**src/rtl/core/sapc_pkg.sv**
```systemverilog
// Shared types and constants of the steering-angle PI controller.
`default_nettype none

package sapc_pkg;

  // Default values of the top-level parameters.
  localparam int unsigned INTEGRAL_BITS_DEF = 32;
  localparam int unsigned SERVO_BITS_DEF    = 12;

  // Field and register widths.
  localparam int unsigned ANGLE_W    = 16;
  localparam int unsigned ERR_W      = 17;
  localparam int unsigned TIME_W     = 16;
  localparam int unsigned GAIN_W     = 16;
  localparam int unsigned LIMIT_W    = 12;
  localparam int unsigned THR_W      = 15;
  localparam int unsigned CFG_DATA_W = 16;
  localparam int unsigned CFG_IDX_W  = 3;

  // Every serial multiply consumes a 16-bit operand, one bit per cycle.
  localparam int unsigned MUL_STEPS = 16;

  // Static map: gain in Q.16, offset aligned to Q.29 plus the rounding half.
  localparam int unsigned MAP_GAIN_W = 27;
  localparam int unsigned MAP_ACC_W  = 46;
  localparam int unsigned MAP_SHIFT  = 29;
  localparam logic [MAP_GAIN_W-1:0] MAP_G0 = 27'd75551085;
  localparam logic [MAP_GAIN_W-1:0] MAP_G1 = 27'd89879290;
  localparam logic [MAP_ACC_W-1:0]  MAP_B0 = (46'd144268842 << 13) + (46'd1 << 28);
  localparam logic [MAP_ACC_W-1:0]  MAP_B1 = (46'd145407621 << 13) + (46'd1 << 28);

  // Regulated path scaling.
  localparam int unsigned INC_SHIFT    = 13;
  localparam int unsigned PE_SHIFT     = 3;
  localparam int unsigned SUM_W        = 54;
  localparam int unsigned SUM_SHIFT    = 20;
  localparam int unsigned KT_BOUND_EXP = 50;

  // Register reset values.
  localparam logic signed [ANGLE_W-1:0] TARGET_RST = '0;
  localparam logic [GAIN_W-1:0]  KP_RST    = 16'd6400;
  localparam logic [GAIN_W-1:0]  KI_RST    = 16'd9600;
  localparam logic [LIMIT_W-1:0] LOWER_RST = 12'd1500;
  localparam logic [LIMIT_W-1:0] UPPER_RST = 12'd3000;
  localparam logic [THR_W-1:0]   THR_RST   = 15'd1430;

  // Configuration register indexes.
  typedef enum logic [CFG_IDX_W-1:0] {
    CFG_TARGET_ANGLE,
    CFG_MOUNT_POSITION,
    CFG_KP,
    CFG_KI,
    CFG_LOWER_LIMIT,
    CFG_UPPER_LIMIT,
    CFG_ERROR_THRESHOLD
  } cfg_idx_e;

  // Sequencer states.
  typedef enum logic [2:0] {
    ST_IDLE,
    ST_MUL_A,
    ST_CHECK,
    ST_MUL_B,
    ST_SUM_A,
    ST_SUM_B,
    ST_SUM_C,
    ST_DONE
  } state_e;

endpackage

`default_nettype wire

```
**src/rtl/core/steer_angle_pi_controller.sv**
```systemverilog
// Steering-angle PI controller with static feedforward and output clamp.
//
// Input channel: in_valid_i / in_stall_o carries a time step (Q0.16 s) and a
// measured angle (Q2.13 rad). Output channel: out_valid_o / out_stall_i
// carries one servo command and a flag that tells whether the static
// operating point was returned.
// Configuration is written through cfg_we_i / cfg_index_i / cfg_data_i; the
// user must write it only while the block is idle (not enforced by the block);
// a target write, or a mount write that changes the value, clears the integrator.
// Flow: a regulated item passes ST_MUL_A, ST_CHECK, ST_MUL_B, ST_SUM_A,
// ST_SUM_B, ST_SUM_C and ST_DONE; an item whose error exceeds the threshold
// goes from ST_CHECK straight to ST_DONE, then the sequencer returns to idle.
// The work is two rounds of 16-step bit-serial multiplication: the
// map, time-step and proportional products run side by side, then the
// integral product, followed by summing and clamping in ST_SUM_A to ST_SUM_C.
// One item is worked on at a time. A finished result sits in the output
// register, so the next item is accepted while it waits; if the receiver
// still stalls when the following result is done, the sequencer holds.
// Reset clears the integrator, restores the register defaults and empties
// the output register.
`default_nettype none

module steer_angle_pi_controller #(
  parameter int unsigned INTEGRAL_BITS = sapc_pkg::INTEGRAL_BITS_DEF,
  parameter int unsigned SERVO_BITS    = sapc_pkg::SERVO_BITS_DEF
) (
  input  logic                                  clk_i,
  input  logic                                  rst_ni,
  input  logic                                  in_valid_i,
  output logic                                  in_stall_o,
  input  logic [sapc_pkg::TIME_W-1:0]           time_step_i,
  input  logic signed [sapc_pkg::ANGLE_W-1:0]   measured_angle_i,
  output logic                                  out_valid_o,
  input  logic                                  out_stall_i,
  output logic [SERVO_BITS-1:0]                 servo_value_o,
  output logic                                  used_static_o,
  input  logic                                  cfg_we_i,
  input  logic [sapc_pkg::CFG_IDX_W-1:0]        cfg_index_i,
  input  logic [sapc_pkg::CFG_DATA_W-1:0]       cfg_data_i
);

  localparam int unsigned MS       = sapc_pkg::MUL_STEPS;
  localparam int unsigned CNT_W    = $clog2(MS);
  localparam int unsigned ERR_W    = sapc_pkg::ERR_W;
  localparam int unsigned OP_HI_W  = sapc_pkg::MAP_GAIN_W + 2;
  localparam int unsigned OP_P_W   = OP_HI_W + MS;
  localparam int unsigned ERR_HI_W = ERR_W + 1;
  localparam int unsigned ERR_P_W  = ERR_HI_W + MS;
  localparam int unsigned KI_HI_W  = INTEGRAL_BITS + 1;
  localparam int unsigned KI_P_W   = KI_HI_W + MS;
  localparam int unsigned INC_W    = ERR_P_W - sapc_pkg::INC_SHIFT;
  localparam int unsigned ISUM_W   = INTEGRAL_BITS + 1;
  localparam int unsigned MAP_Q_W  = sapc_pkg::MAP_ACC_W - sapc_pkg::MAP_SHIFT;
  localparam int unsigned KT_CL_W  = sapc_pkg::KT_BOUND_EXP + 2;
  localparam int unsigned KT_W     = (KI_P_W > KT_CL_W) ? KI_P_W : KT_CL_W;
  localparam int unsigned SUM_W    = sapc_pkg::SUM_W;
  localparam int unsigned V_W      = SUM_W - sapc_pkg::SUM_SHIFT;
  localparam int unsigned LIMIT_W  = sapc_pkg::LIMIT_W;

  localparam logic signed [KT_W-1:0] KT_HI =
    KT_W'({1'b1, {sapc_pkg::KT_BOUND_EXP{1'b0}}});
  localparam logic signed [KT_W-1:0] KT_LO = -KT_HI;
  localparam logic [SUM_W-1:0] RND_BIAS = SUM_W'({sapc_pkg::SUM_SHIFT{1'b1}});

  // Configuration registers.
  logic signed [sapc_pkg::ANGLE_W-1:0] target_q;
  logic                                mount_q;
  logic [sapc_pkg::GAIN_W-1:0]         kp_q, ki_q;
  logic [LIMIT_W-1:0]                  lower_q, upper_q;
  logic [sapc_pkg::THR_W-1:0]          thr_q;

  // Control state.
  sapc_pkg::state_e state_q, state_d;
  logic [CNT_W-1:0] cnt_q, cnt_d;
  logic             out_valid_q, out_valid_d;
  logic signed [INTEGRAL_BITS-1:0] integral_q, integral_d;

  // Datapath registers.
  logic signed [ERR_W-1:0] err_q, err_d;
  logic [OP_P_W-1:0]       op_p_q, op_p_d;
  logic [ERR_P_W-1:0]      dt_p_q, dt_p_d;
  logic [ERR_P_W-1:0]      kp_p_q, kp_p_d;
  logic [KI_P_W-1:0]       ki_p_q, ki_p_d;
  logic [SERVO_BITS-1:0]   op_q, op_d;
  logic [SUM_W-1:0]        sum_q, sum_d;
  logic [SERVO_BITS-1:0]   res_q, res_d;
  logic                    static_q, static_d;
  logic [SERVO_BITS-1:0]   servo_q, servo_d;
  logic                    out_static_q, out_static_d;

  // Combinational intermediates.
  logic                     in_accept, out_free, mul_last;
  logic [sapc_pkg::MAP_GAIN_W-1:0] map_gain;
  logic [sapc_pkg::MAP_ACC_W-1:0]  map_bias, map_acc;
  logic [MAP_Q_W-1:0]       map_q;
  logic [SERVO_BITS-1:0]    op_val;
  logic [OP_HI_W-1:0]       op_hi, op_m, op_t;
  logic [OP_P_W-1:0]        op_step;
  logic [ERR_HI_W-1:0]      err_m, dt_hi, dt_t, kp_hi, kp_t;
  logic [ERR_P_W-1:0]       dt_step, kp_step;
  logic [KI_HI_W-1:0]       ki_hi, ki_m, ki_t;
  logic [KI_P_W-1:0]        ki_step;
  logic [ERR_W-1:0]         mag;
  logic                     too_big;
  logic signed [INC_W-1:0]  inc;
  logic [ISUM_W-1:0]        isum;
  logic signed [INTEGRAL_BITS-1:0] isat;
  logic signed [KT_W-1:0]   kt_full;
  logic signed [KT_CL_W-1:0] kt_cl;
  logic [SUM_W-1:0]         rnd;
  logic signed [V_W-1:0]    v, v_up;
  logic [LIMIT_W-1:0]       v_lim;

  assign in_accept = in_valid_i && !in_stall_o;
  assign out_free  = !out_valid_q || !out_stall_i;
  assign mul_last  = (cnt_q == CNT_W'(MS - 1));

  // Bit-serial multiply lanes: each cycle adds the multiplicand when the low
  // multiplier bit is set, then shifts the product right by one.
  always_comb begin
    map_gain = mount_q ? sapc_pkg::MAP_G1 : sapc_pkg::MAP_G0;
    map_bias = mount_q ? sapc_pkg::MAP_B1 : sapc_pkg::MAP_B0;

    // Target angle is signed, so its top bit carries negative weight.
    op_hi   = op_p_q[OP_P_W-1:MS];
    op_m    = op_p_q[0] ? OP_HI_W'(map_gain) : '0;
    op_t    = mul_last ? (op_hi - op_m) : (op_hi + op_m);
    op_step = {op_t[OP_HI_W-1], op_t, op_p_q[MS-1:1]};

    err_m   = ERR_HI_W'(err_q);
    dt_hi   = dt_p_q[ERR_P_W-1:MS];
    dt_t    = dt_hi + (dt_p_q[0] ? err_m : '0);
    dt_step = {dt_t[ERR_HI_W-1], dt_t, dt_p_q[MS-1:1]};
    kp_hi   = kp_p_q[ERR_P_W-1:MS];
    kp_t    = kp_hi + (kp_p_q[0] ? err_m : '0);
    kp_step = {kp_t[ERR_HI_W-1], kp_t, kp_p_q[MS-1:1]};

    ki_m    = KI_HI_W'(integral_q);
    ki_hi   = ki_p_q[KI_P_W-1:MS];
    ki_t    = ki_hi + (ki_p_q[0] ? ki_m : '0);
    ki_step = {ki_t[KI_HI_W-1], ki_t, ki_p_q[MS-1:1]};
  end

  // Operating point, error check and integrator update.
  always_comb begin
    map_acc = sapc_pkg::MAP_ACC_W'($signed(op_p_q)) + map_bias;
    map_q   = map_acc[sapc_pkg::MAP_ACC_W-1:sapc_pkg::MAP_SHIFT];
    if (map_acc[sapc_pkg::MAP_ACC_W-1]) begin
      op_val = '0;
    end else if (|map_q[MAP_Q_W-1:SERVO_BITS]) begin
      op_val = '1;
    end else begin
      op_val = map_q[SERVO_BITS-1:0];
    end

    mag     = err_q[ERR_W-1] ? ERR_W'(-err_q) : ERR_W'(err_q);
    too_big = (mag > ERR_W'(thr_q));

    // Increment is floored to Q.16; the sum saturates to the integral width.
    inc  = dt_p_q[ERR_P_W-1:sapc_pkg::INC_SHIFT];
    isum = ISUM_W'(integral_q) + ISUM_W'(inc);
    if (isum[ISUM_W-1] != isum[ISUM_W-2]) begin
      isat = {isum[ISUM_W-1], {(INTEGRAL_BITS-1){~isum[ISUM_W-1]}}};
    end else begin
      isat = isum[INTEGRAL_BITS-1:0];
    end
  end

  // Regulated sum: bound the integral term, truncate toward zero, clamp.
  always_comb begin
    kt_full = KT_W'($signed(ki_p_q));
    if (kt_full > KT_HI) begin
      kt_cl = KT_CL_W'(KT_HI);
    end else if (kt_full < KT_LO) begin
      kt_cl = KT_CL_W'(KT_LO);
    end else begin
      kt_cl = KT_CL_W'(kt_full);
    end

    rnd  = sum_q + (sum_q[SUM_W-1] ? RND_BIAS : '0);
    v    = rnd[SUM_W-1:sapc_pkg::SUM_SHIFT];
    v_up = (v > $signed(V_W'(upper_q))) ? $signed(V_W'(upper_q)) : v;
    v_lim = (v_up < $signed(V_W'(lower_q))) ? lower_q : v_up[LIMIT_W-1:0];
  end

  // Sequencer: next state and datapath loads.
  always_comb begin
    state_d      = state_q;
    cnt_d        = cnt_q;
    err_d        = err_q;
    op_p_d       = op_p_q;
    dt_p_d       = dt_p_q;
    kp_p_d       = kp_p_q;
    ki_p_d       = ki_p_q;
    op_d         = op_q;
    sum_d        = sum_q;
    res_d        = res_q;
    static_d     = static_q;
    integral_d   = integral_q;
    out_valid_d  = out_valid_q && out_stall_i;
    servo_d      = servo_q;
    out_static_d = out_static_q;
    in_stall_o   = (state_q != sapc_pkg::ST_IDLE);

    case (state_q)
      sapc_pkg::ST_IDLE: begin
        if (in_accept) begin
          err_d   = ERR_W'(target_q) - ERR_W'(measured_angle_i);
          op_p_d  = OP_P_W'(unsigned'(target_q));
          dt_p_d  = ERR_P_W'(time_step_i);
          kp_p_d  = ERR_P_W'(kp_q);
          cnt_d   = '0;
          state_d = sapc_pkg::ST_MUL_A;
        end
      end
      sapc_pkg::ST_MUL_A: begin
        op_p_d = op_step;
        dt_p_d = dt_step;
        kp_p_d = kp_step;
        cnt_d  = cnt_q + 1'b1;
        if (mul_last) begin
          state_d = sapc_pkg::ST_CHECK;
        end
      end
      sapc_pkg::ST_CHECK: begin
        op_d = op_val;
        if (too_big) begin
          integral_d = '0;
          res_d      = op_val;
          static_d   = 1'b1;
          state_d    = sapc_pkg::ST_DONE;
        end else begin
          integral_d = isat;
          ki_p_d     = KI_P_W'(ki_q);
          static_d   = 1'b0;
          state_d    = sapc_pkg::ST_MUL_B;
        end
      end
      sapc_pkg::ST_MUL_B: begin
        ki_p_d = ki_step;
        cnt_d  = cnt_q + 1'b1;
        if (mul_last) begin
          state_d = sapc_pkg::ST_SUM_A;
        end
      end
      sapc_pkg::ST_SUM_A: begin
        sum_d = SUM_W'(kt_cl) + (SUM_W'($signed(kp_p_q)) << sapc_pkg::PE_SHIFT);
        state_d = sapc_pkg::ST_SUM_B;
      end
      sapc_pkg::ST_SUM_B: begin
        sum_d   = sum_q + (SUM_W'(op_q) << sapc_pkg::SUM_SHIFT);
        state_d = sapc_pkg::ST_SUM_C;
      end
      sapc_pkg::ST_SUM_C: begin
        res_d   = SERVO_BITS'(v_lim);
        state_d = sapc_pkg::ST_DONE;
      end
      sapc_pkg::ST_DONE: begin
        if (out_free) begin
          out_valid_d  = 1'b1;
          servo_d      = res_q;
          out_static_d = static_q;
          state_d      = sapc_pkg::ST_IDLE;
        end
      end
      default: begin
        state_d = sapc_pkg::ST_IDLE;
      end
    endcase

    // Target writes, and mount writes that change the value, clear the integrator.
    if (cfg_we_i) begin
      if (cfg_index_i == sapc_pkg::CFG_TARGET_ANGLE) begin
        integral_d = '0;
      end else if (cfg_index_i == sapc_pkg::CFG_MOUNT_POSITION &&
                   cfg_data_i[0] != mount_q) begin
        integral_d = '0;
      end
    end
  end

  // State register.
  always_ff @(posedge clk_i or negedge rst_ni) begin
    if (!rst_ni) begin
      state_q     <= sapc_pkg::ST_IDLE;
      cnt_q       <= '0;
      out_valid_q <= 1'b0;
      integral_q  <= '0;
    end else begin
      state_q     <= state_d;
      cnt_q       <= cnt_d;
      out_valid_q <= out_valid_d;
      integral_q  <= integral_d;
    end
  end

  // Datapath registers.
  always_ff @(posedge clk_i) begin
    err_q        <= err_d;
    op_p_q       <= op_p_d;
    dt_p_q       <= dt_p_d;
    kp_p_q       <= kp_p_d;
    ki_p_q       <= ki_p_d;
    op_q         <= op_d;
    sum_q        <= sum_d;
    res_q        <= res_d;
    static_q     <= static_d;
    servo_q      <= servo_d;
    out_static_q <= out_static_d;
  end

  // Configuration registers.
  always_ff @(posedge clk_i or negedge rst_ni) begin
    if (!rst_ni) begin
      target_q <= sapc_pkg::TARGET_RST;
      mount_q  <= 1'b0;
      kp_q     <= sapc_pkg::KP_RST;
      ki_q     <= sapc_pkg::KI_RST;
      lower_q  <= sapc_pkg::LOWER_RST;
      upper_q  <= sapc_pkg::UPPER_RST;
      thr_q    <= sapc_pkg::THR_RST;
    end else if (cfg_we_i) begin
      case (cfg_index_i)
        sapc_pkg::CFG_TARGET_ANGLE:    target_q <= $signed(cfg_data_i);
        sapc_pkg::CFG_MOUNT_POSITION:  mount_q  <= cfg_data_i[0];
        sapc_pkg::CFG_KP:              kp_q     <= cfg_data_i;
        sapc_pkg::CFG_KI:              ki_q     <= cfg_data_i;
        sapc_pkg::CFG_LOWER_LIMIT:     lower_q  <= cfg_data_i[LIMIT_W-1:0];
        sapc_pkg::CFG_UPPER_LIMIT:     upper_q  <= cfg_data_i[LIMIT_W-1:0];
        sapc_pkg::CFG_ERROR_THRESHOLD: thr_q    <= cfg_data_i[sapc_pkg::THR_W-1:0];
        default: begin
        end
      endcase
    end
  end

  assign out_valid_o   = out_valid_q;
  assign servo_value_o = servo_q;
  assign used_static_o = out_static_q;

endmodule

`default_nettype wire

```
**config.mk**
```make
export PLATFORM = sky130hd
export DESIGN_NAME = steer_angle_pi_controller
export DESIGN_NICKNAME = d
export VERILOG_FILES = /design/src/rtl/core/sapc_pkg.sv /design/src/rtl/core/steer_angle_pi_controller.sv
export SDC_FILE = /design/constraint.sdc
export NUM_CORES = 1
export LEC_CHECK = 0
export BUFFER_PORTS_ARGS = -buffer_cell sky130_fd_sc_hd__buf_2
export CORE_AREA = 2 2 257 323
export CTS_CLUSTER_DIAMETER = 40
export DETAILED_ROUTE_END_ITERATION = 6
export DIE_AREA = 0 0 259 325
export GPL_TIMING_DRIVEN = 1
export PLACE_DENSITY = 0.49
export SLEW_MARGIN = 10
export SYNTH_ARGS = -nofsm -noshare
export SYNTH_HDL_FRONTEND = slang
export SYNTH_SLANG_ARGS = --single-unit
```
**constraint.sdc**
```tcl
create_clock -name clk_i -period 8 [get_ports clk_i]
set_input_delay 0.8 -clock clk_i [delete_from_list [all_inputs] [get_ports clk_i]]
set_output_delay 0.8 -clock clk_i [all_outputs]
set_load 0.02 [all_outputs]
```
==> parameters.txt, run 1 <==
Parameter                              Value

Pwr
  Pwr dens ... slightly below 500 nW/um^2
  Leakage power summed over all cells ... roughly 14 nW
  Largest voltage drop on the vdd net ... about 0.00030 V

STA
  Pins Over Slew Limit ... 0
  Transition time of the tightest slew-check pin ... between 1 and 1.5 ns
  Peak clock frequency supported by timing ... around 0.13 GHz
  Worst hold margin ... 0.170 ns
  Fraction of the cycle the final worst path needs ... 0.944
  RSZ-0062 raised after global routing ... no
  Least setup slack across all paths after layout ... 0.446 ns
  Number of endpoints with negative hold slack in the final report ... 0
  Setup violators final ... 0
  Rel. slew slack ... 0.258
  Worst clock skew on the final layout ... between 0.03 and 0.04 ns
  Time the worst path needs with I/O delays and setup ... 7.55 ns

Route
  First-pass detailed-route iteration total ... 6
  Number of design rule violations left after detail routing ... 0
  Via/cell ratio ... 5.35
  Initial DRC count ... between 1k and 1.5k
  Total wire length after detailed routing ... around 80000 um
  Residual antenna-violating net count after detailed routing ... 0
  Via count ... approximately 22k
  Detailed-route wire length per cell ... around 19 um

Floorplanning
  Starting density of the core ... 0.348
  Core area ... just over 80000 um^2
  Die Wd ... about 260 um
  Height of the die ... 325 um
  Die outline area ... roughly 84000 um^2
  I/O pin count ... 71
  Number of rows in the core area ... between 100 and 150

Synth
  Synth Instances ... 2938
  Count of synthesis-stage warnings from yosys ... 0
  Avg Cell Area, Syn ... between 9 and 10 um^2
  Share of async-settable or async-resettable flops after synthesis ... 0.324
  Fraction of synthesized cell area taken by the top area cell type ... 0.284
  Number of storage elements in the synthesis netlist ... 395
  Combined area of all synthesized cells ... 28200 um^2
  Sequential-to-total area share from yosys stat ... 0.399
  Cells taking the most area after synthesis ... sky130_fd_sc_hd__edfxtp_1, sky130_fd_sc_hd__ha_1, sky130_fd_sc_hd__dfrtp_1
  Number of synthesized flops with an enable pin ... roughly 270
  Post-synth net total ... between 3k and 4k
  Flip-flop cell with the highest count after synthesis ... sky130_fd_sc_hd__edfxtp_1
  Distinct cell type count of the synthesized netlist ... 92
  Cell type with the highest aggregate area in the netlist ... sky130_fd_sc_hd__edfxtp_1

Job
  Max-cap check violation count ... 0

Hold path
  Type of the most critical hold path ... input port to asynchronous set/reset pin

CTS
  Clock Latency Late Sink ... just over 0.6 ns
  # clock sinks ... approximately 400
  TritonCTS clock tree ... yes
  Clock root cell ... sky130_fd_sc_hd__clkbuf_16
  Number of buffers on the longest clock path ... 3
  Number of H-tree levels ... 3
  Number of buffers created by CTS ... 73
  Clock-pin slew on the worst setup and hold paths ... 0.05 ns

Worst setup path
  Max Fanout on Critical Path ... 24
  Crit path arrival time ... between 7 and 8 ns
  Type of the worst setup path ... flop to flop
  Crit path capture type ... flop
  Most frequent cell on the critical path ... sky130_fd_sc_hd__a21o_1
  Category of the worst setup path launch point ... flop
  Startpoint of the most critical setup path ... sum_q[53]
  Largest stage delay, worst path ... about 0.53 ns
  Reg-to-reg critical path startpoint ... sum_q[53]
  Crit-path slowest cell ... sky130_fd_sc_hd__or4_4
  Worst endpoint required time ... between 8 and 9 ns

Cells and area
  Final net count ... 3368
  Fraction of the core area covered by cells at the end of the flow ... 0.400
  Layout Area Growth over Synthesis ... 14.8%
  # diodes ... 0
  Fraction of layout instances using a drive strength above 1 ... 0.130

Place
  Number of input and output port buffers inserted ... 70
  Final weighted congestion in routability-driven placement ... about 0.9
  Worst slack at placement ... -0.122 ns
  HPWL after DPL ... just over 60000 um

GRT
  Global-route wire length before repair ... around 130000 um
  Grt ovf ... 0
  Aggregate global-route resource usage ... 0.191
  Via count of the first global-routing pass ... between 20k and 25k
  Largest net degree at the start of global routing ... 67
  Initial antenna violation count ... 3

Status
  Run status ... finished, final reports clean
cell families after synthesis:
logic type / share of synthesized area
AOI/OAI and AO/OA: 0.172
and+or+nand+nor: 0.166
DFF: 0.399
muxes: 0.0426
adders and majority gates: 0.126
xor gates and xnor gates: 0.0609
buffers and inverters: 0.0329
through the flow:
| stage | TNS, ns | power [mW] | cells | instance area, um^2 |
|---|---|---|---|---|
| 3_3_place_gp | -0.0736 | 12.6 | 4029 | 29900 |
| 3_5_place_dp | -0.484 | 12.8 | 4029 | 29900 |
| 2_1_floorplan | 0 | 10.5 | 2938 | 28200 |
| 4_1_cts | 0 | 16.0 | 4162 | 32300 |
| 5_1_grt | 0 | 17.2 | 4162 | 32300 |
| 6_report | 0 | 15.9 | 4162 | 32300 |
synthesized netlist by cell type, drive strengths merged, types with 8 or more instances:
library cell / instances
a2111oi: 10
a211oi: 36
a21boi: 20
a21o: 114
a21oi: 188
a221o: 8
a22o: 16
a31oi: 23
and2: 85
and3: 24
buf: 10
clkbuf: 67
dfrtp: 101
dfstp: 27
edfxtp: 267
fa: 8
ha: 271
inv: 164
mux2: 96
mux2i: 12
nand2: 339
nand2b: 31
nand3: 62
nand4: 30
nor2: 232
nor2b: 31
nor3: 63
nor4: 18
o211ai: 16
o21a: 35
o21ai: 157
o21bai: 17
o22ai: 8
o31a: 9
o31ai: 16
or2: 14
or3: 20
or4: 9
xnor2: 119
xor2: 77
layout by cell type (no fill, tap or decap), types with 13 or more instances in the layout:
cell / netlist / routed
sky130_fd_sc_hd__or2_2: 13 / 13
sky130_fd_sc_hd__and2_1: 83 / 82
sky130_fd_sc_hd__buf_2: 3 / 69
sky130_fd_sc_hd__xor2_1: 77 / 75
sky130_fd_sc_hd__xnor2_1: 119 / 119
sky130_fd_sc_hd__o211ai_1: 16 / 16
sky130_fd_sc_hd__clkbuf_16: 0 / 74
sky130_fd_sc_hd__nand4_1: 30 / 30
sky130_fd_sc_hd__buf_4: 1 / 26
sky130_fd_sc_hd__nand3_1: 59 / 59
sky130_fd_sc_hd__edfxtp_1: 267 / 267
sky130_fd_sc_hd__a31oi_1: 23 / 23
sky130_fd_sc_hd__inv_6: 0 / 16
sky130_fd_sc_hd__dfrtp_1: 101 / 101
sky130_fd_sc_hd__a21oi_1: 188 / 185
sky130_fd_sc_hd__mux2_2: 96 / 96
sky130_fd_sc_hd__a21boi_0: 19 / 19
sky130_fd_sc_hd__ha_1: 271 / 271
sky130_fd_sc_hd__o31ai_1: 15 / 15
sky130_fd_sc_hd__o21a_1: 35 / 35
sky130_fd_sc_hd__nand2b_1: 31 / 30
sky130_fd_sc_hd__nor3_1: 62 / 59
sky130_fd_sc_hd__inv_1: 164 / 164
sky130_fd_sc_hd__nand2_1: 339 / 337
sky130_fd_sc_hd__o21ai_0: 155 / 155
sky130_fd_sc_hd__nor2b_1: 31 / 31
sky130_fd_sc_hd__dfstp_2: 27 / 27
sky130_fd_sc_hd__a22o_1: 16 / 16
sky130_fd_sc_hd__and3_1: 23 / 23
sky130_fd_sc_hd__nor4_1: 16 / 16
sky130_fd_sc_hd__a211oi_1: 36 / 36
sky130_fd_sc_hd__nor2_1: 232 / 227
sky130_fd_sc_hd__a21o_1: 114 / 114
sky130_fd_sc_hd__or3_1: 20 / 20
sky130_fd_sc_hd__o21bai_1: 17 / 17
repair_timing:
item                       CTS  global route
setup buffers                0             0
pin swaps                    0             0
setup endpoints to repair   12            12
hold buffers                 0             0
gates resized for setup      1             8
hold endpoints to repair     0             0
where the power goes:
group	total [mW]	internal, mW	switching [mW]	leakage (nW)
Clock	3.09	1.95	1.14	1.18
Sequential	4.33	3.53	0.799	4.08
Combinational	8.44	3.43	5.00	8.56
final timing paths:
| path | cells after the start | slack (ns) | end |
|---|---|---|---|
| worst max-delay path | 32 | 0.45 | res_q[1] |
| worst min-delay path | 1 | 0.17 | integral_q[25] |
| worst max register to register | 32 | 0.45 | res_q[1] |
| worst min register to register | 0 | 0.41 | used_static_o |
| max in group asynchronous | 2 | 6.41 | upper_q[1] |
| min in group clk_i | 0 | 0.41 | used_static_o |
cell type report:
type                       instances  area [um^2]
clock inverter                    44          484
fill                            7917        48600
sequential                       395        11300
clock buffer                      89         1950
tap                             1071         1340
multi-input combinational       2302        16100
inverter                         164          616
timing repair buffer              97          572
critical path, delay by kind of cell, from the launching register on:
family          cells  cell delay, ns
fa+ha+maj           3            0.92
flops               1            0.41
compound gates     14            2.67
buf+inv             1            0.19
xor+xnor            1            0.16
mux                 1            0.33
simple gates       12            2.60
flip-flops by register name, indices dropped and copies added, names as in the netlist:
| register | count |
|---|---|
| kp_q | 16 |
| sum_q | 54 |
| kp_p_q | 33 |
| cnt_q | 4 |
| dt_p_q | 33 |
| op_q | 12 |
| err_q | 17 |
| res_q | 12 |
| integral_q | 32 |
| state_q | 3 |
| servo_value_o | 12 |
| upper_q | 12 |
| op_p_q | 44 |
| target_q | 16 |
| out_valid_o | 1 |
| static_q | 1 |
| lower_q | 12 |
| ki_p_q | 48 |
| mount_q | 1 |
| ki_q | 16 |
| used_static_o | 1 |
| thr_q | 15 |
metal layers:
metal	share of wire	wire [um]	global-route usage
met1	0.44	35200	0.237
met3	0.037	3010	0.0223
met4	0.037	2990	0.0839
met2	0.49	39600	0.330
met5	0	0	0
Power figures use the tool's default switching activity.
==> run 2, diff against run 1 <==
--- a/config.mk
+++ b/config.mk
@@ -11,7 +11,7 @@
 export DETAILED_ROUTE_END_ITERATION = 6
 export DIE_AREA = 0 0 259 325
 export GPL_TIMING_DRIVEN = 1
-export PLACE_DENSITY = 0.49
+export PLACE_DENSITY = 0.51
 export SLEW_MARGIN = 10
 export SYNTH_ARGS = -nofsm -noshare
 export SYNTH_HDL_FRONTEND = slang
==> constraint.sdc (replaced) <==
create_clock -name clk_i -period 6.4 [get_ports clk_i]
set_input_delay 0.64 -clock clk_i [delete_from_list [all_inputs] [get_ports clk_i]]
set_output_delay 0.64 -clock clk_i [all_outputs]
set_load 0.02 [all_outputs]
==> parameters.txt, run 2 (same netlist as run 1, synthesis figures left out) <==
Parameter                              Value

STA
  Number of endpoints with negative hold slack in the final report ... 0 (unchanged)
  Setup violators final ... 12 (+12)
  Least setup slack across all paths after layout ... -0.799 ns (-1.24 ns)
  Pins Over Slew Limit ... 0 (unchanged)
  Fraction of the cycle the final worst path needs ... 1.12 (+0.181)
  Rel. slew slack ... 0.157 (-0.101)
  Time the worst path needs with I/O delays and setup ... 7.20 ns (-0.355 ns)
  Transition time of the tightest slew-check pin ... 1.26 ns (+0.153 ns)
  Worst clock skew on the final layout ... 0.0542 ns (+0.0156 ns)
  Peak clock frequency supported by timing ... 0.139 GHz (+4.9%)
  Worst hold margin ... 0.268 ns (+0.0979 ns)
  RSZ-0062 raised after global routing ... yes

Floorplanning
  Core area ... 81000 um^2 (unchanged)
  Die Wd ... 259 um (unchanged)
  Height of the die ... 325 um (unchanged)
  I/O pin count ... 71 (unchanged)
  Number of rows in the core area ... 117 (unchanged)
  Die outline area ... 84200 um^2 (unchanged)
  Starting density of the core ... 0.348 (unchanged)

Pwr
  Proportion of total power due to net switching ... 0.437 (-0.000677)
  Combinational share of power ... 0.553 (+0.021)
  Net load switching power ... 9.01 mW (+30%)
  Internal Pwr Total ... 11.6 mW (+30%)
  Largest voltage drop on the vdd net ... 0.000251 V (-16%)
  Clk pwr share ... 0.186 (-0.009)
  Pwr dens ... 612 nW/um^2 (+25%)
  Sequential share of power ... 0.261 (-0.012)
  Sum of internal, switching and leakage power ... 20.6 mW (+30%)
  Leakage power summed over all cells ... 14.4 nW (+4.3%)

Worst setup path
  Worst r2r dst ... res_q[0]
  Crit-path slowest cell ... sky130_fd_sc_hd__or4_4
  Most frequent cell on the critical path ... sky130_fd_sc_hd__nand4_1
  Reg-to-reg setup timing slack ... -0.80 ns (-1.24 ns)
  Category of the worst setup path launch point ... flop
  Number of buffers and inverters on the critical path ... 2 (+1)
  Crit path arrival time ... 7.60 ns (-0.32 ns)
  Crit path capture type ... flop
  Number of cells on the worst reg-to-reg path ... 31 (-3.1%)
  Worst endpoint required time ... 6.80 ns (-1.57 ns)
  Largest stage delay, worst path ... 0.47 ns (-0.06 ns)
  Max Fanout on Critical Path ... 6 (-75%)
  Type of the worst setup path ... flop to flop
  Reg-to-reg critical path startpoint ... sum_q[53]
  Family with the most delay on the worst path ... simple AND/OR/NAND/NOR gates

Route
  Number of design rule violations left after detail routing ... 0 (unchanged)
  Detailed-route wire length per cell ... 19.4 um (-0.22%)
  Initial DRC count ... 1316 (+2.3%)
  First-pass detailed-route iteration total ... 5 (-1)
  Residual antenna-violating net count after detailed routing ... 0 (unchanged)
  Total wire length after detailed routing ... 82900 um (+2.5%)
  Via count ... 22.9k (+2.9%)
  Via/cell ratio ... 5.36 (+0.21%)

Place
  Post-Place Cells ... 4106 (+1.9%)
  Number of input and output port buffers inserted ... 70 (unchanged)
  Area of placed instances ... 30600 um^2 (+2.4%)
  HPWL after DPL ... 61900 um (+1.3%)
  Final weighted congestion in routability-driven placement ... 0.883 (-1.9%)

GRT
  Global-route wire length before repair ... 129000 um (+3.1%)
  Grt ovf ... 0 (unchanged)
  Largest net degree at the start of global routing ... 68 (+1.5%)
  Via count of the first global-routing pass ... 23.1k (+4.1%)
  Initial antenna violation count ... 3 (unchanged)
  Aggregate global-route resource usage ... 0.195 (+0.00465)

Cells and area
  Filler cell count ... 7792 (-1.6%)
  Commonest cells after routing, fill and taps aside ... sky130_fd_sc_hd__nand2_1, sky130_fd_sc_hd__edfxtp_1, sky130_fd_sc_hd__ha_1
  Layout Area Growth over Synthesis ... 19.5%
  Most common cell after layout, fill and taps aside ... sky130_fd_sc_hd__nand2_1
  Sequential cell area ... 11300 um^2 (unchanged)
  Final net count ... 3478 (+3.3%)
  Flip-flop count of the largest register, all copies and words added ... 54 (unchanged)
  Fraction of layout instances using a drive strength above 1 ... 0.175 (+0.0454)
  Fraction of the core area covered by cells at the end of the flow ... 0.416 (+0.0164)
  Most flops, register ... sum_q
  Area used by multi-input combinational logic ... 16600 um^2 (+2.7%)
  Largest registers ranked by flip-flop count ... sum_q: 54 flops, ki_p_q: 48 flops, op_p_q: 44 flops
  Final Cell Area ... 33700 um^2 (+4.1%)
  Final instance count without filler cells ... 4275 (+2.7%)

CTS
  Number of buffers on the longest clock path ... 3 (unchanged)
  # clock sinks ... 395 (unchanged)
  Clock Latency Late Sink ... 0.65 ns (+0.03 ns)
  Clock root cell ... sky130_fd_sc_hd__clkbuf_16
  Number of buffers created by CTS ... 72 (-1.4%)
  Clock-pin slew on the worst setup and hold paths ... 0.06 ns (about the same)
  TritonCTS clock tree ... yes
  Number of H-tree levels ... 3 (unchanged)

Status
  Run status ... finished with violations
  Violated checks ... setup timing

Hold path
  Type of the most critical hold path ... input port to flop
  Startpoint of the worst hold path ... out_stall_i
  Worst Hold Endpoint ... out_valid_o
  Worst hold stages ... 3

Job
  Max-cap check violation count ... 0 (unchanged)
-- run 2: cell types whose count changed in the layout (fill, tap and decap cells not counted), sizes merged, moves of 3 or more --
cell	change
clkinv	+14
clkbuf	-6
inv	-6
buf	+107
bufinv	-3
-- run 2: worst max-delay path by stage --
stage	start	endpoint	slack (ns)	cells after the start
2_1_floorplan	sum_q[53]	res_q[0]	-0.65	33
4_1_cts	sum_q[53]	res_q[0]	-0.63	31
5_1_grt	sum_q[53]	res_q[5]	-1.04	34
3_3_place_gp	sum_q[53]	res_q[7]	-0.81	31
3_5_place_dp	sum_q[53]	res_q[8]	-0.97	33
6_report	sum_q[53]	res_q[0]	-0.80	31
-- run 2: power groups by stage --
| stage | combinational [mW] | sequential, mW | clock [mW] |
|---|---|---|---|
| after CTS | 11.3 | 5.38 | 3.92 |
| after floorplan | 8.11 | 5.02 | 0 |
| after global routing | 12.7 | 5.51 | 4.05 |
| after global placement | 10.8 | 5.40 | 0 |
| final | 11.4 | 5.38 | 3.84 |
| after detailed placement | 11.0 | 5.41 | 0 |
-- run 2: timing repair --
action | 4_1_cts | 5_1_grt
resized for setup | 52 | 11
endpoints found under the setup margin | 12 | 12
buffers inserted | 22 | 7
hold buffers | 1 | 0
cloned | 5 | 0
pin swaps | 26 | 5
hold endpoints to repair | 31 | 0
-- run 2: metrics by stage --
step | worst slack [ns] | TNS (ns)
6_report | -0.799 | -8.95
5_1_grt | -1.04 | -12.16
4_1_cts | -0.629 | -7.03
3_5_place_dp | -0.968 | -10.77
3_3_place_gp | -0.812 | -9.03
2_1_floorplan | -0.654 | -6.91
-- run 2: layer usage --
metal,vias up,GRT usage,share of wire
met1,11100,0.239,0.43
met2,492,0.338,0.49
met4,0,0.0945,0.043
met3,151,0.0245,0.037
met5,-,0,0
li1,11200,-,-
-- run 2: tightest hold or removal path: stages --
cell and delay, ns:
sky130_fd_sc_hd__buf_2 0.09, sky130_fd_sc_hd__nand2_1 0.09, sky130_fd_sc_hd__nand2_1 0.07
-- run 2: cell type report --
class                      count  share of cell area
multi-input combinational   2305               0.492
sequential                   395               0.334
clock buffer                  83              0.0575
timing repair buffer         205              0.0425
tap                         1071              0.0398
inverter                     164              0.0183
clock inverter                51              0.0158
antenna                        1           0.0000743
==> run 3, diff against run 2 <==
--- a/config.mk
+++ b/config.mk
@@ -6,12 +6,12 @@
 export NUM_CORES = 1
 export LEC_CHECK = 0
 export BUFFER_PORTS_ARGS = -buffer_cell sky130_fd_sc_hd__buf_2
-export CORE_AREA = 2 2 257 323
+export CORE_AREA = 5 5 260 326
 export CTS_CLUSTER_DIAMETER = 40
 export DETAILED_ROUTE_END_ITERATION = 6
-export DIE_AREA = 0 0 259 325
+export DIE_AREA = 0 0 265 331
 export GPL_TIMING_DRIVEN = 1
-export PLACE_DENSITY = 0.51
+export PLACE_DENSITY = 0.53
 export SLEW_MARGIN = 10
 export SYNTH_ARGS = -nofsm -noshare
 export SYNTH_HDL_FRONTEND = slang
==> parameters.txt, run 3 (same netlist as run 1, synthesis figures left out) <==
Parameter                              Value

STA
  Fraction of the cycle the final worst path needs ... 1.09 (-0.0317)
  Peak clock frequency supported by timing ... 0.143 GHz (+2.9%)
  Time the worst path needs with I/O delays and setup ... 7.00 ns (-0.203 ns)
  Number of endpoints with negative hold slack in the final report ... 0 (unchanged)
  Transition time of the tightest slew-check pin ... 1.05 ns (-0.218 ns)
  RSZ-0062 raised after global routing ... yes
  Pins Over Slew Limit ... 0 (unchanged)
  Worst clock skew on the final layout ... 0.0350 ns (-0.0191 ns)
  Least setup slack across all paths after layout ... -0.596 ns (+0.203 ns)
  Setup violators final ... 12 (unchanged)
  Rel. slew slack ... 0.302 (+0.145)

Worst setup path
  Type of the worst setup path ... flop to flop
  Number of buffers and inverters on the critical path ... 5 (+3)
  Max Fanout on Critical Path ... 11 (+5)
  Crit path capture type ... flop
  Category of the worst setup path launch point ... flop
  Family with the most delay on the worst path ... simple AND/OR/NAND/NOR gates
  Crit-path slowest cell ... sky130_fd_sc_hd__or4_4
  Worst endpoint required time ... 6.76 ns (-0.04 ns)
  Crit path arrival time ... 7.36 ns (-0.24 ns)
  Largest stage delay, worst path ... 0.47 ns (about the same)
  Most frequent cell on the critical path ... sky130_fd_sc_hd__nand4_1

Cells and area
  Flip-flop count of the largest register, all copies and words added ... 54 (unchanged)
  Largest registers ranked by flip-flop count ... sum_q: 54 flops, ki_p_q: 48 flops, op_p_q: 44 flops
  Filler cell count ... 8094 (+3.9%)
  Most common cell after layout, fill and taps aside ... sky130_fd_sc_hd__nand2_1
  # diodes ... 0 (-1)
  Most flops, register ... sum_q
  Layout Area Growth over Synthesis ... 17.5%
  Final Cell Area ... 33100 um^2 (-1.6%)
  Commonest cells after routing, fill and taps aside ... sky130_fd_sc_hd__nand2_1, sky130_fd_sc_hd__edfxtp_1, sky130_fd_sc_hd__ha_1
  Fraction of layout instances using a drive strength above 1 ... 0.162 (-0.0131)
  Final net count ... 3461 (-0.49%)

Floorplanning
  Number of rows in the core area ... 117 (unchanged)
  Core area ... 81100 um^2 (+0.18%)
  Height of the die ... 331 um (+1.8%)
  Die outline area ... 87700 um^2 (+4.2%)
  I/O pin count ... 71 (unchanged)
  Starting density of the core ... 0.348 (-0.000628)
  Die Wd ... 265 um (+2.3%)

Route
  Via/cell ratio ... 5.28 (-1.4%)
  First-pass detailed-route iteration total ... 5 (unchanged)
  Residual antenna-violating net count after detailed routing ... 0 (unchanged)
  Total wire length after detailed routing ... 79300 um (-4.3%)
  Initial DRC count ... 1313 (-0.23%)
  Via count ... 22.4k (-2.0%)
  Number of design rule violations left after detail routing ... 0 (unchanged)
  Detailed-route wire length per cell ... 18.7 um (-3.7%)

CTS
  Number of buffers on the longest clock path ... 3 (unchanged)
  # clock sinks ... 395 (unchanged)
  Number of H-tree levels ... 3 (unchanged)
  Clock Latency Late Sink ... 0.61 ns (-0.04 ns)
  Clock root cell ... sky130_fd_sc_hd__clkbuf_16
  Clock-pin slew on the worst setup and hold paths ... 0.06 ns (about the same)
  Number of buffers created by CTS ... 66 (-8.3%)
  TritonCTS clock tree ... yes

GRT
  Aggregate global-route resource usage ... 0.178 (-0.0176)
  Via count of the first global-routing pass ... 22.2k (-3.9%)
  Grt ovf ... 0 (unchanged)
  Largest net degree at the start of global routing ... 70 (+2.9%)
  Initial antenna violation count ... 5 (+2)
  Global-route wire length before repair ... 124000 um (-4.2%)

Pwr
  Sum of internal, switching and leakage power ... 19.9 mW (-3.4%)
  Leakage power summed over all cells ... 14.3 nW (-1.0%)
  Largest voltage drop on the vdd net ... 0.000259 V (+3.0%)
  Pwr dens ... 602 nW/um^2 (-1.8%)

Place
  Area of placed instances ... 30600 um^2 (+0.13%)
  HPWL after DPL ... 59900 um (-3.2%)
  Number of input and output port buffers inserted ... 70 (unchanged)
  Final weighted congestion in routability-driven placement ... 0.866 (-1.8%)

Status
  Run status ... finished with violations
  Violated checks ... setup timing

Hold path
  Type of the most critical hold path ... input port to flop

Job
  Max-cap check violation count ... 0 (unchanged)
==> run 3: changes by cell type in the layout (fill, tap and decap cells not counted), moves of 4 or more <==
cell                         previous run  this run
sky130_fd_sc_hd__buf_4                126       119
sky130_fd_sc_hd__ha_1                 252       259
sky130_fd_sc_hd__ha_4                  18        11
sky130_fd_sc_hd__clkbuf_16             74        69
sky130_fd_sc_hd__clkinvlp_4             8         3
sky130_fd_sc_hd__clkbuf_8               5         1
==> run 3: stage by stage <==
stage / utilization / hold slack [ns] / setup TNS [ns] / cells / worst slack (ns)
3_3_place_gp: 0.378 / 0.412 / -8.25 / 4112 / -0.767
3_5_place_dp: 0.378 / 0.406 / -9.00 / 4112 / -0.821
4_1_cts: 0.408 / 0.261 / -5.75 / 4247 / -0.545
6_report: 0.408 / 0.301 / -6.15 / 4250 / -0.596
5_1_grt: 0.408 / 0.298 / -10.84 / 4250 / -0.985
2_1_floorplan: - / 0.344 / -6.91 / 2938 / -0.654
==> run 3: final timing paths <==
check | slack [ns] | depth (start not counted) | end | startpoint
setup / recovery | -0.60 | 34 | res_q[0] | sum_q[53]
hold / removal | 0.30 | 3 | dt_p_q[2] | time_step_i[2]
setup reg to reg | -0.60 | 34 | res_q[0] | sum_q[53]
hold reg to reg | 0.41 | 0 | used_static_o | static_q
max in group asynchronous | 4.73 | 3 | upper_q[6] | rst_ni
min in group asynchronous | 0.52 | 2 | integral_q[26] | rst_ni
==> run 3: per-layer routing <==
layer,share of wire,vias up,wire (um),GRT usage
met3,0.033,158,2590,0.0196
li1,-,11100,-,-
met2,0.49,406,39000,0.315
met5,0,-,0,0
met1,0.43,10700,34400,0.220
met4,0.041,0,3220,0.0771
==> run 3: repair_timing <==
| item | 4_1_cts | 5_1_grt |
|---|---|---|
| pin swaps | 6 | 1 |
| setup endpoints to repair | 12 | 12 |
| gates cloned | 3 | 0 |
| hold endpoints to repair | 36 | 0 |
| hold buffers | 1 | 0 |
| gates resized for setup | 22 | 8 |
| buffers inserted | 10 | 3 |
==> run 3: area by class of cell <==
cell class                 count  area (um^2)  share of cell area
clock buffer                  76         1760              0.0532
clock inverter                45          443              0.0134
inverter                     164          616              0.0186
multi-input combinational   2304        16400               0.494
sequential                   395        11300               0.340
tap                         1071         1340              0.0405
timing repair buffer         195         1340              0.0405
==> run 3: where the power goes <==
| group | total, mW | switching [mW] | leakage, nW | internal, mW |
|---|---|---|---|---|
| clock network | 3.55 | 1.37 | 1.08 | 2.18 |
| logic | 11.0 | 6.30 | 9.10 | 4.70 |
| registers | 5.38 | 0.977 | 4.08 | 4.40 |
| total | 19.9 | 8.65 | 14.3 | 11.3 |
==> run 3: worst register-to-register path, delay by kind of cell, from the launching register on <==
| family | cells | cell delay (ns) |
|---|---|---|
| and+or+nand+nor | 17 | 3.23 |
| DFF | 1 | 0.45 |
| xor gates and xnor gates | 1 | 0.14 |
| muxes | 2 | 0.37 |
| adders and majority gates | 3 | 0.85 |
| buffers and inverters | 5 | 0.65 |
| AOI/OAI and AO/OA | 6 | 1.08 |
